--- src/sv/rgbhsv_pkg.sv ---
// ----------------------------------------------------------------------------
// rgbhsv_pkg
// Types and constants shared by the RGB to HSV conversion pipeline.
// ----------------------------------------------------------------------------
package rgbhsv_pkg;

	localparam int CHAN_W = 8;
	localparam int HUE_W  = 15;
	localparam int SAT_NUM_W = 16;

	typedef struct packed {
		logic [CHAN_W-1:0] red;
		logic [CHAN_W-1:0] green;
		logic [CHAN_W-1:0] blue;
	} rgb_t;

	typedef struct packed {
		logic [HUE_W-1:0]  hue;
		logic [CHAN_W-1:0] saturation;
		logic [CHAN_W-1:0] brightness;
		logic              hue_undefined;
	} hsv_t;

	typedef enum logic [1:0] {
		SEC_RED,
		SEC_GREEN,
		SEC_BLUE
	} sec_t;

	// Per-pixel control that rides alongside the divider stages.
	typedef struct packed {
		sec_t              sector;
		logic              neg;
		logic              undef;
		logic [CHAN_W-1:0] brightness;
	} side_t;

endpackage

--- src/sv/rgb_to_hsv_converter.sv ---
// ----------------------------------------------------------------------------
// rgb_to_hsv_converter
// Converts one 8-bit RGB pixel per beat to hue, saturation and value.
// ----------------------------------------------------------------------------
//   channel   strobe   payload   notes
//   input     start    pixel     taken when start is high and busy is low
//   output    done     result    shown for one cycle, cannot be held off
//
// A pixel is taken in every cycle; busy stays low.
// Between an accepted pixel and its result lie the front register, the
// one-bit-per-stage dividers for hue and saturation and the output register.
// Reset clears only the valid bits; data registers are not reset.
// Nothing ever stalls, so results leave in the order pixels arrived.
module rgb_to_hsv_converter import rgbhsv_pkg::*; #(
	parameter int HUE_FRAC_BITS = 6
) (
	input  logic clk,
	input  logic arst_n,
	input  logic start,
	output logic busy,
	input  rgb_t pixel,
	output logic done,
	output hsv_t result
);

	localparam int U          = 60 << HUE_FRAC_BITS;
	localparam int HQW        = $clog2(U + 1);
	localparam int DIV_STAGES = (HQW > CHAN_W) ? HQW : CHAN_W;
	localparam int HNW        = $clog2(U * 255 + 1);
	localparam int LAT        = DIV_STAGES + 2;

	logic                 vld_s1;
	side_t                side_s1;
	logic [SAT_NUM_W-1:0] sat_num_s1;
	logic [CHAN_W-1:0]    sat_den_s1, hue_den_s1;
	logic [HNW-1:0]       hue_num_s1;
	logic [DIV_STAGES-1:0] hue_quo, sat_quo;

	logic  vld_d  [DIV_STAGES];
	side_t side_d [DIV_STAGES];

	assign busy = 1'b0;

	rgbhsv_front #(.U(U), .HNW(HNW)) u_front (
		.clk       (clk),
		.arst_n    (arst_n),
		.in_vld    (start && !busy),
		.pixel     (pixel),
		.vld_s1    (vld_s1),
		.side_s1   (side_s1),
		.sat_num_s1(sat_num_s1),
		.sat_den_s1(sat_den_s1),
		.hue_num_s1(hue_num_s1),
		.hue_den_s1(hue_den_s1)
	);

	rgbhsv_div #(.QW(DIV_STAGES), .NW(HNW)) u_div_hue (
		.clk(clk),
		.num(hue_num_s1),
		.den(hue_den_s1),
		.quo(hue_quo)
	);

	rgbhsv_div #(.QW(DIV_STAGES), .NW(SAT_NUM_W)) u_div_sat (
		.clk(clk),
		.num(sat_num_s1),
		.den(sat_den_s1),
		.quo(sat_quo)
	);

	// Control for each beat follows the divider stages in lockstep.
	always_ff @(posedge clk or negedge arst_n) begin
		if (!arst_n) begin
			for (int k = 0; k < DIV_STAGES; k++) vld_d[k] <= 1'b0;
		end else begin
			vld_d[0] <= vld_s1;
			for (int k = 1; k < DIV_STAGES; k++) vld_d[k] <= vld_d[k-1];
		end
	end

	always_ff @(posedge clk) begin
		side_d[0] <= side_s1;
		for (int k = 1; k < DIV_STAGES; k++) side_d[k] <= side_d[k-1];
	end

	rgbhsv_back #(.U(U), .QW(DIV_STAGES)) u_back (
		.clk   (clk),
		.arst_n(arst_n),
		.vld   (vld_d[DIV_STAGES-1]),
		.side  (side_d[DIV_STAGES-1]),
		.hue_q (hue_quo),
		.sat_q (sat_quo),
		.done  (done),
		.result(result)
	);

	a_latency: assert property (@(posedge clk) disable iff (!arst_n)
		start |-> ##LAT done)
		else $error("accepted pixel did not produce a result on time");

	a_gray: assert property (@(posedge clk) disable iff (!arst_n)
		done && result.hue_undefined |-> result.hue == '0 && result.saturation == '0)
		else $error("gray pixel with nonzero hue or saturation");

	a_black: assert property (@(posedge clk) disable iff (!arst_n)
		done && result.brightness == '0 |-> result.hue_undefined)
		else $error("black pixel not flagged as undefined hue");

	a_sat_full: assert property (@(posedge clk) disable iff (!arst_n)
		done && !result.hue_undefined |-> result.saturation != '0)
		else $error("colored pixel with zero saturation");

endmodule

--- src/sv/rgbhsv_front.sv ---
// ----------------------------------------------------------------------------
// rgbhsv_front
// First stage: max, min, sector choice, and dividends and divisors of both divisions.
// ----------------------------------------------------------------------------
module rgbhsv_front import rgbhsv_pkg::*; #(
	parameter int U     = 3840,
	parameter int HNW   = 20
) (
	input  logic                 clk,
	input  logic                 arst_n,
	input  logic                 in_vld,
	input  rgb_t                 pixel,
	output logic                 vld_s1,
	output side_t                side_s1,
	output logic [SAT_NUM_W-1:0] sat_num_s1,
	output logic [CHAN_W-1:0]    sat_den_s1,
	output logic [HNW-1:0]       hue_num_s1,
	output logic [CHAN_W-1:0]    hue_den_s1
);

	logic [CHAN_W-1:0] mx, mn, delta, absdiff, a_ch, b_ch;
	logic [CHAN_W:0]   diff;
	sec_t              sec;

	always_comb begin
		mx = pixel.red;
		mn = pixel.red;
		if (pixel.green > mx) mx = pixel.green;
		if (pixel.blue > mx)  mx = pixel.blue;
		if (pixel.green < mn) mn = pixel.green;
		if (pixel.blue < mn)  mn = pixel.blue;
		delta = mx - mn;

		// Ties go to red first, then green.
		if (pixel.red == mx) begin
			sec  = SEC_RED;
			a_ch = pixel.green;
			b_ch = pixel.blue;
		end else if (pixel.green == mx) begin
			sec  = SEC_GREEN;
			a_ch = pixel.blue;
			b_ch = pixel.red;
		end else begin
			sec  = SEC_BLUE;
			a_ch = pixel.red;
			b_ch = pixel.green;
		end
		diff    = {1'b0, a_ch} - {1'b0, b_ch};
		absdiff = diff[CHAN_W] ? CHAN_W'(-diff) : diff[CHAN_W-1:0];
	end

	always_ff @(posedge clk or negedge arst_n) begin
		if (!arst_n) begin
			vld_s1 <= 1'b0;
		end else begin
			vld_s1 <= in_vld;
		end
	end

	// A zero divisor is replaced by one with a zero dividend, so the quotient is zero.
	always_ff @(posedge clk) begin
		side_s1.sector     <= sec;
		side_s1.neg        <= diff[CHAN_W];
		side_s1.undef      <= (delta == '0);
		side_s1.brightness <= mx;
		sat_num_s1 <= (mx == '0) ? '0 :
			({delta, {CHAN_W{1'b0}}} - SAT_NUM_W'(delta));
		sat_den_s1 <= (mx == '0) ? CHAN_W'(1) : mx;
		hue_num_s1 <= (delta == '0) ? '0 : HNW'(U) * HNW'(absdiff);
		hue_den_s1 <= (delta == '0) ? CHAN_W'(1) : delta;
	end

endmodule

--- src/sv/rgbhsv_div.sv ---
// ----------------------------------------------------------------------------
// rgbhsv_div
// Pipelined restoring divider, one quotient bit per register stage.
// ----------------------------------------------------------------------------
module rgbhsv_div import rgbhsv_pkg::*; #(
	parameter int QW = 12,
	parameter int NW = 20
) (
	input  logic              clk,
	input  logic [NW-1:0]     num,
	input  logic [CHAN_W-1:0] den,
	output logic [QW-1:0]     quo
);

	localparam int CW = (NW > CHAN_W + QW) ? NW : CHAN_W + QW;

	logic [CW-1:0]     rem_s [QW];
	logic [CHAN_W-1:0] den_s [QW];
	logic [QW-1:0]     q_s   [QW];

	// The dividend is always below den * 2**QW, so the quotient fits in QW bits.
	for (genvar k = 0; k < QW; k++) begin : g_stage
		logic [CW-1:0]     rem_in, dsh;
		logic [CHAN_W-1:0] den_in;
		logic [QW-1:0]     q_in;
		logic              ge;

		if (k == 0) begin : g_first
			assign rem_in = CW'(num);
			assign den_in = den;
			assign q_in   = '0;
		end else begin : g_next
			assign rem_in = rem_s[k-1];
			assign den_in = den_s[k-1];
			assign q_in   = q_s[k-1];
		end

		assign dsh = CW'(den_in) << (QW - 1 - k);
		assign ge  = (rem_in >= dsh);

		always_ff @(posedge clk) begin
			rem_s[k] <= ge ? (rem_in - dsh) : rem_in;
			den_s[k] <= den_in;
			q_s[k]   <= {q_in[QW-2:0], ge};
		end
	end

	assign quo = q_s[QW-1];

endmodule

--- src/sv/rgbhsv_back.sv ---
// ----------------------------------------------------------------------------
// rgbhsv_back
// Last stage: sector offset, sign, wrap of negative hue, output register.
// ----------------------------------------------------------------------------
module rgbhsv_back import rgbhsv_pkg::*; #(
	parameter int U  = 3840,
	parameter int QW = 12
) (
	input  logic          clk,
	input  logic          arst_n,
	input  logic          vld,
	input  side_t         side,
	input  logic [QW-1:0] hue_q,
	input  logic [QW-1:0] sat_q,
	output logic          done,
	output hsv_t          result
);

	localparam int HSW = $clog2(6 * U + 1) + 1;

	logic signed [HSW-1:0] base, frac, hsum, hwrap;
	logic [31:0]           hue_ext;

	always_comb begin
		case (side.sector)
			SEC_RED:   base = '0;
			SEC_GREEN: base = HSW'(2 * U);
			SEC_BLUE:  base = HSW'(4 * U);
			default:   base = '0;
		endcase
		frac    = HSW'(hue_q);
		hsum    = side.neg ? (base - frac) : (base + frac);
		hwrap   = hsum[HSW-1] ? (hsum + HSW'(6 * U)) : hsum;
		hue_ext = side.undef ? '0 : 32'(unsigned'(hwrap));
	end

	always_ff @(posedge clk or negedge arst_n) begin
		if (!arst_n) begin
			done <= 1'b0;
		end else begin
			done <= vld;
		end
	end

	always_ff @(posedge clk) begin
		result.hue           <= hue_ext[HUE_W-1:0];
		result.saturation    <= sat_q[CHAN_W-1:0];
		result.brightness    <= side.brightness;
		result.hue_undefined <= side.undef;
	end

endmodule

--- config.mk ---
export PLATFORM = sky130hd
export DESIGN_NAME = rgb_to_hsv_converter
export DESIGN_NICKNAME = d
export VERILOG_FILES = /design/src/sv/rgbhsv_pkg.sv /design/src/sv/rgb_to_hsv_converter.sv /design/src/sv/rgbhsv_front.sv /design/src/sv/rgbhsv_div.sv /design/src/sv/rgbhsv_back.sv
export SDC_FILE = /design/constraint.sdc
export NUM_CORES = 1
export LEC_CHECK = 0
export BUFFER_PORTS_ARGS = -buffer_cell sky130_fd_sc_hd__buf_2
export CAP_MARGIN = 20
export CORE_MARGIN = 2
export CORE_UTILIZATION = 40
export CTS_BUF_LIST = sky130_fd_sc_hd__clkbuf_2 sky130_fd_sc_hd__clkbuf_4 sky130_fd_sc_hd__clkbuf_8
export CTS_CLUSTER_SIZE = 25
export DETAILED_ROUTE_END_ITERATION = 6
export MAX_ROUTING_LAYER = met4
export PLACE_DENSITY = 0.55
export RECOVER_POWER = 50
export SYNTH_ARGS = -nofsm -noshare
export SYNTH_HDL_FRONTEND = slang
export SYNTH_HIERARCHICAL = 1
export SYNTH_SLANG_ARGS = --single-unit
--- constraint.sdc ---
create_clock -name clk -period 2.42 [get_ports clk]
set_input_delay 0.363 -clock clk [delete_from_list [all_inputs] [get_ports clk]]
set_output_delay 0.363 -clock clk [all_outputs]
set_load 0.05 [all_outputs]
==> results of run 1 <==
-- what timing repair did --
action	in CTS	in global routing
gates cloned	1	1
resized for setup	119	112
pin swaps	54	42
hold buffers	3	0
buffers inserted	40	17
setup endpoints to repair	97	211
hold endpoints to repair	15	0
-- flip-flops by register name (all words and copies together) (netlist names), 16 cells and up --
| signal | count |
|---|---|
| side_d | 144 |
| u_div_hue/q_s | 78 |
| u_div_sat/den_s | 88 |
| u_div_sat/rem_s | 220 |
| u_div_hue/rem_s | 220 |
| u_div_sat/q_s | 36 |
| u_front/sat_num_s1 | 16 |
| u_div_hue/den_s | 88 |
| u_back/result | 32 |
-- critical path, delay by kind of cell --
kind | cells | cell delay (ns)
AOI/OAI and AO/OA | 20 | 3.52
adders and majority gates | 7 | 2.16
and+or+nand+nor | 8 | 1.00
buffers and inverters | 6 | 0.62
xor gates and xnor gates | 2 | 0.31
muxes | 1 | 0.24
-- final timing paths --
path,cells after the start,start,to,slack (ns)
max in group asynchronous,3,arst_n,u_front/vld_s1$_DFF_PN0_,1.38
setup / recovery,44,pixel[21],u_front/hue_num_s1[19]$_SDFF_PP0_,-5.13
setup reg to reg,11,side_d[2][46]$_DFF_P_,u_back/result[29]$_SDFF_PP0_,-0.01
hold / removal,5,pixel[0],u_front/side_s1[0]$_DFF_P_,0.19
min in group asynchronous,3,arst_n,vld_d[0]$_DFF_PN0_,0.65
hold reg to reg,0,side_d[2][33]$_DFF_P_,side_d[2][45]$_DFF_P_,0.30
-- cell type report --
cell class | instances | share of cell area
Antenna cell | 2 | 0.000106
Clock buffer | 238 | 0.0635
Clock inverter | 43 | 0.0113
Inverter | 307 | 0.0248
Multi-Input combinational cell | 2267 | 0.373
Sequential cell | 976 | 0.416
Tap cell | 1254 | 0.0333
Timing Repair Buffer | 485 | 0.0785
-- routing by layer --
| metal | track usage | vias up | routed length, µm |
|---|---|---|---|
| met4 | 0.0709 | 0 | 2750 |
| li1 | - | 13600 | - |
| met1 | 0.174 | 12100 | 31700 |
| met2 | 0.283 | 387 | 36800 |
| met3 | 0.0344 | 182 | 2650 |
| met5 | - | - | 0 |
-- through the flow --
stage / setup WS, ns / setup TNS [ns] / instances
after floorplan: -5.77 / -140.28 / 3623
after global placement: -5.95 / -162.08 / 5233
after detailed placement: -6.07 / -165.45 / 5233
after CTS: -4.90 / -105.87 / 5558
after global routing: -5.47 / -126.89 / 5572
final: -5.13 / -116.31 / 5572
==> run_results.csv, run 1 <==
group,metric,value,unit
clock_network,cts_tree,"done",
cells_and_area,multiInputGateArea,17600,µm²
cells_and_area,fin_area,47200,µm²
hold_path,holdCritPathClass,"in2reg",
clock_network,cts-root-buf,"clkbuf_8",
sta,min_period,7.55,ns
sta,max_freq,132,MHz
sta,finalSetupViolations,57,
critical_path,cp.required,3.11,ns
sta,finalHoldViolCount,0,
sta,rsz0062_at_grt,"yes",
clock_network,clock_latency,0.80,ns
cells_and_area,final_core_util,0.507,
cells_and_area,fill_cells,8663,
drt,vias_per_cell,4.70,
critical_path,start_kind,"primary input",
floorplanning,fp.dieH,310,µm
synth,yosysWarnings,6,
critical_path,critPathCaptureType,"flip-flop",
run,drv_cap,0,
global_routing,grt_pass1_wl,123000,µm
drt,drt-total-wl,73900,µm
placed_design,routabilityCongestion,0.882,
drt,vias,26200,
sta,slew_headroom,0.519,
sta,slew_violations,0,
clock_network,cts_buffers,157,
clock_network,clock-sinks,976,
cells_and_area,nNetsFinal,4514,
drt,dr.pass1.iters,6,
placed_design,port_buffers,59,
floorplanning,core-area,93000,µm²
synth,syn_area_per_cell,10.4,µm²
clock_network,clk_path_buf_depth,3,
floorplanning,die_w,310,µm
global_routing,grt_max_degree,21,
placed_design,place_hpwl,55400,µm
run_status,violations,"negative setup slack",
clock_network,cts_max_level,4,
cells_and_area,syn_to_final_growth,25.9,%
run_status,outcome,"finished, violations left",
cells_and_area,layout_common_cells,"dfxtp_1 (960), buf_4 (399), inv_1 (288), nor2_1 (252), ha_1 (236)",
critical_path,arrival,8.25,ns
critical_path,crit_type,"in2reg",
global_routing,antenna_found_initial,2,
global_routing,grt_pass1_vias,26200,
critical_path,slowest_stage,"fa_1",
drt,post_drt_wl_per_cell,13.3,µm
critical_path,critPathMaxStageDelay,0.54,ns
critical_path,path_max_fanout,7,
sta,fin_crit_sh,3.12,
synth,synthCells,3616,
sta,final.setup.worst_slack,-5.13,ns
cells_and_area,final_layout_size_suffix_gt1_frac,0.242,
sta,worst_clock_skew,0.0314,ns
clock_network,path_clk_slew,0.06,ns
sta,tightest_slew,0.713,ns
global_routing,grt_usage,0.161,
placed_design,dpl_cell_area,42100,µm²
floorplanning,dieArea,96200,µm²
drt,ant_nets,0,
floorplanning,rows,112,
cells_and_area,final_common_cell,"dfxtp_1",
global_routing,grt_overflow,0,
drt,drt_iter0_markers,878,
floorplanning,ioPinCount,61,
floorplanning,start_util,0.403,
drt,drc_errors,0,
synth,syn_area,37500,µm²
critical_path,cp_common_cell,"a21o_1",
sta,holdWs,0.195,ns
cells_and_area,regArea,19600,µm²
Power of run 1 is not shown: default switching activity piles up to over one toggle a cycle in this logic, so the estimate is an artifact.
==> run 2, diff against run 1 <==
CORE_MARGIN = default   (was 2)
SLEW_MARGIN = 30   (was default)
==> run 2 against run 1 <==
The run still ends with negative setup slack left. Critical path type unchanged. First-iteration DRC count increased by 18%. Global-route usage increased by 0.25 points. Final cell count about the same. Die area decreased by 1.3%. Critical endpoint unchanged. Via count decreased by 0.12%. Design area increased by 1.5%. Critical path depth decreased by 1. Sequential cell count unchanged.
==> run_results.csv, run 2 (synthesis gave the netlist of run 1 again) <==
group,metric,value,unit
cells_and_area,layout_common_cells,"dfxtp_1 (952), buf_4 (361), inv_1 (277), nor2_1 (243), ha_1 (231)",
critical_path,critPathMaxStageDelay,0.52,ns
placed_design,dpl_cell_area,42100,µm²
clock_network,clock-sinks,976,
critical_path,slowest_stage,"fa_1",
drt,vias_per_cell,4.70,
clock_network,cts_max_level,4,
run,drv_cap,0,
cells_and_area,nNetsFinal,4533,
drt,drt-total-wl,74600,µm
drt,post_drt_wl_per_cell,13.4,µm
run_status,outcome,"finished, violations left",
critical_path,cp.required,3.14,ns
sta,slew_headroom,0.593,
global_routing,grt_overflow,0,
clock_network,cts_buffers,159,
sta,tightest_slew,0.609,ns
placed_design,pre_cts_slack,-6.05,ns
cells_and_area,syn_to_final_growth,27.7,%
sta,fin_crit_sh,3.06,
global_routing,antenna_found_initial,2,
critical_path,start_kind,"primary input",
clock_network,clk_path_buf_depth,3,
clock_network,cts-root-buf,"clkbuf_8",
placed_design,routabilityCongestion,0.885,
drt,drt_iter0_markers,1032,
floorplanning,fp.dieH,308,µm
floorplanning,die_w,308,µm
global_routing,grt_usage,0.163,
sta,min_period,7.41,ns
critical_path,path_max_fanout,7,
sta,final.setup.worst_slack,-4.99,ns
sta,rsz0062_at_grt,"yes",
critical_path,critPathCaptureType,"flip-flop",
sta,max_freq,135,MHz
cells_and_area,final_common_cell,"dfxtp_1",
drt,drc_errors,0,
critical_path,crit_type,"in2reg",
drt,dr.pass1.iters,5,
cells_and_area,top_regs,"u_div_hue/rem_s: 220 flops, u_div_sat/rem_s: 220 flops, side_d: 144 flops",
clock_network,path_clk_slew,0.06,ns
hold_path,holdCritPathClass,"in2reg",
placed_design,port_buffers,59,
critical_path,cp_common_cell,"a21o_1",
sta,finalHoldViolCount,0,
sta,holdWs,0.137,ns
sta,worst_clock_skew,0.0261,ns
drt,vias,26200,
floorplanning,rows,111,
drt,ant_nets,0,
floorplanning,ioPinCount,61,
floorplanning,core-area,92200,µm²
global_routing,grt_pass1_wl,124000,µm
critical_path,r2r_slack,0.01,ns
cells_and_area,fin_area,47900,µm²
floorplanning,start_util,0.407,
clock_network,cts_tree,"done",
critical_path,arrival,8.12,ns
sta,slew_violations,0,
clock_network,clock_latency,0.82,ns
global_routing,grt_max_degree,21,
placed_design,place_hpwl,55400,µm
global_routing,grt_pass1_vias,26500,
floorplanning,dieArea,95000,µm²
run_status,violations,"negative setup slack",
sta,finalSetupTns,-107.21,ns
sta,finalSetupViolations,56,
cells_and_area,final_layout_size_suffix_gt1_frac,0.261,
[run 2: cell count changes in the layout (fill, tap and decap cells not counted), sizes merged]
cell,previous run,this run
diode,2,6
bufinv,9,2
clkbuf,240,237
inv,316,313
clkinvlp,3,2
buf,480,498
clkinv,22,24
[run 2: worst max-delay path: cells and delay by family]
family / cells / cell delay [ns]
simple gates: 7 / 0.92
mux: 1 / 0.25
fa+ha+maj: 6 / 1.95
xor+xnor: 2 / 0.30
buf+inv: 6 / 0.65
compound gates: 21 / 3.69
[run 2: metal layers]
layer | track usage | wire [µm]
met2 | 0.285 | 37400
met3 | 0.0332 | 2650
met5 | - | 0
met4 | 0.0724 | 2420
met1 | 0.179 | 32100
[run 2: worst paths after layout]
path / from / depth (start not counted) / to
max: pixel[21] / 43 / u_front/hue_num_s1[19]$_SDFF_PP0_
min reg2reg: u_div_hue/q_s[1][38]$_DFF_P_ / 0 / u_div_hue/q_s[2][3]$_DFF_P_
max reg2reg: side_d[2][46]$_DFF_P_ / 11 / u_back/result[29]$_SDFF_PP0_
min in group asynchronous: arst_n / 3 / vld_d[4]$_DFF_PN0_
max in group asynchronous: arst_n / 3 / vld_d[6]$_DFF_PN0_
min: pixel[3] / 5 / u_front/sat_den_s1[3]$_SDFF_PN0_
[run 2: area by class of cell]
| type | instances | area (µm²) |
|---|---|---|
| multi-input cells | 2267 | 18100 |
| diodes | 6 | 15.0 |
| clock buffers | 236 | 3000 |
| clock inverters | 34 | 357 |
| inverters | 307 | 1190 |
| well taps | 1243 | 1560 |
| flip-flops and latches | 976 | 19600 |
| repair buffers | 502 | 4050 |
| fillers | 8382 | 44300 |
[run 2: stage by stage]
stage	utilization	std cells
2_1_floorplan	-	3623
3_3_place_gp	0.456	5217
3_5_place_dp	0.456	5217
4_1_cts	0.505	5539
5_1_grt	0.519	5571
6_report	0.519	5571
[run 2: repair_timing]
action                                  in CTS  in global routing
cloned                                       5                  0
endpoints found under the hold margin       15                  0
hold buffers                                 3                  0
pin swaps                                   64                115
setup buffers                               47                 42
gates resized for setup                    154                263
endpoints found under the setup margin     101                199
Power of run 2 is left out for the same reason.
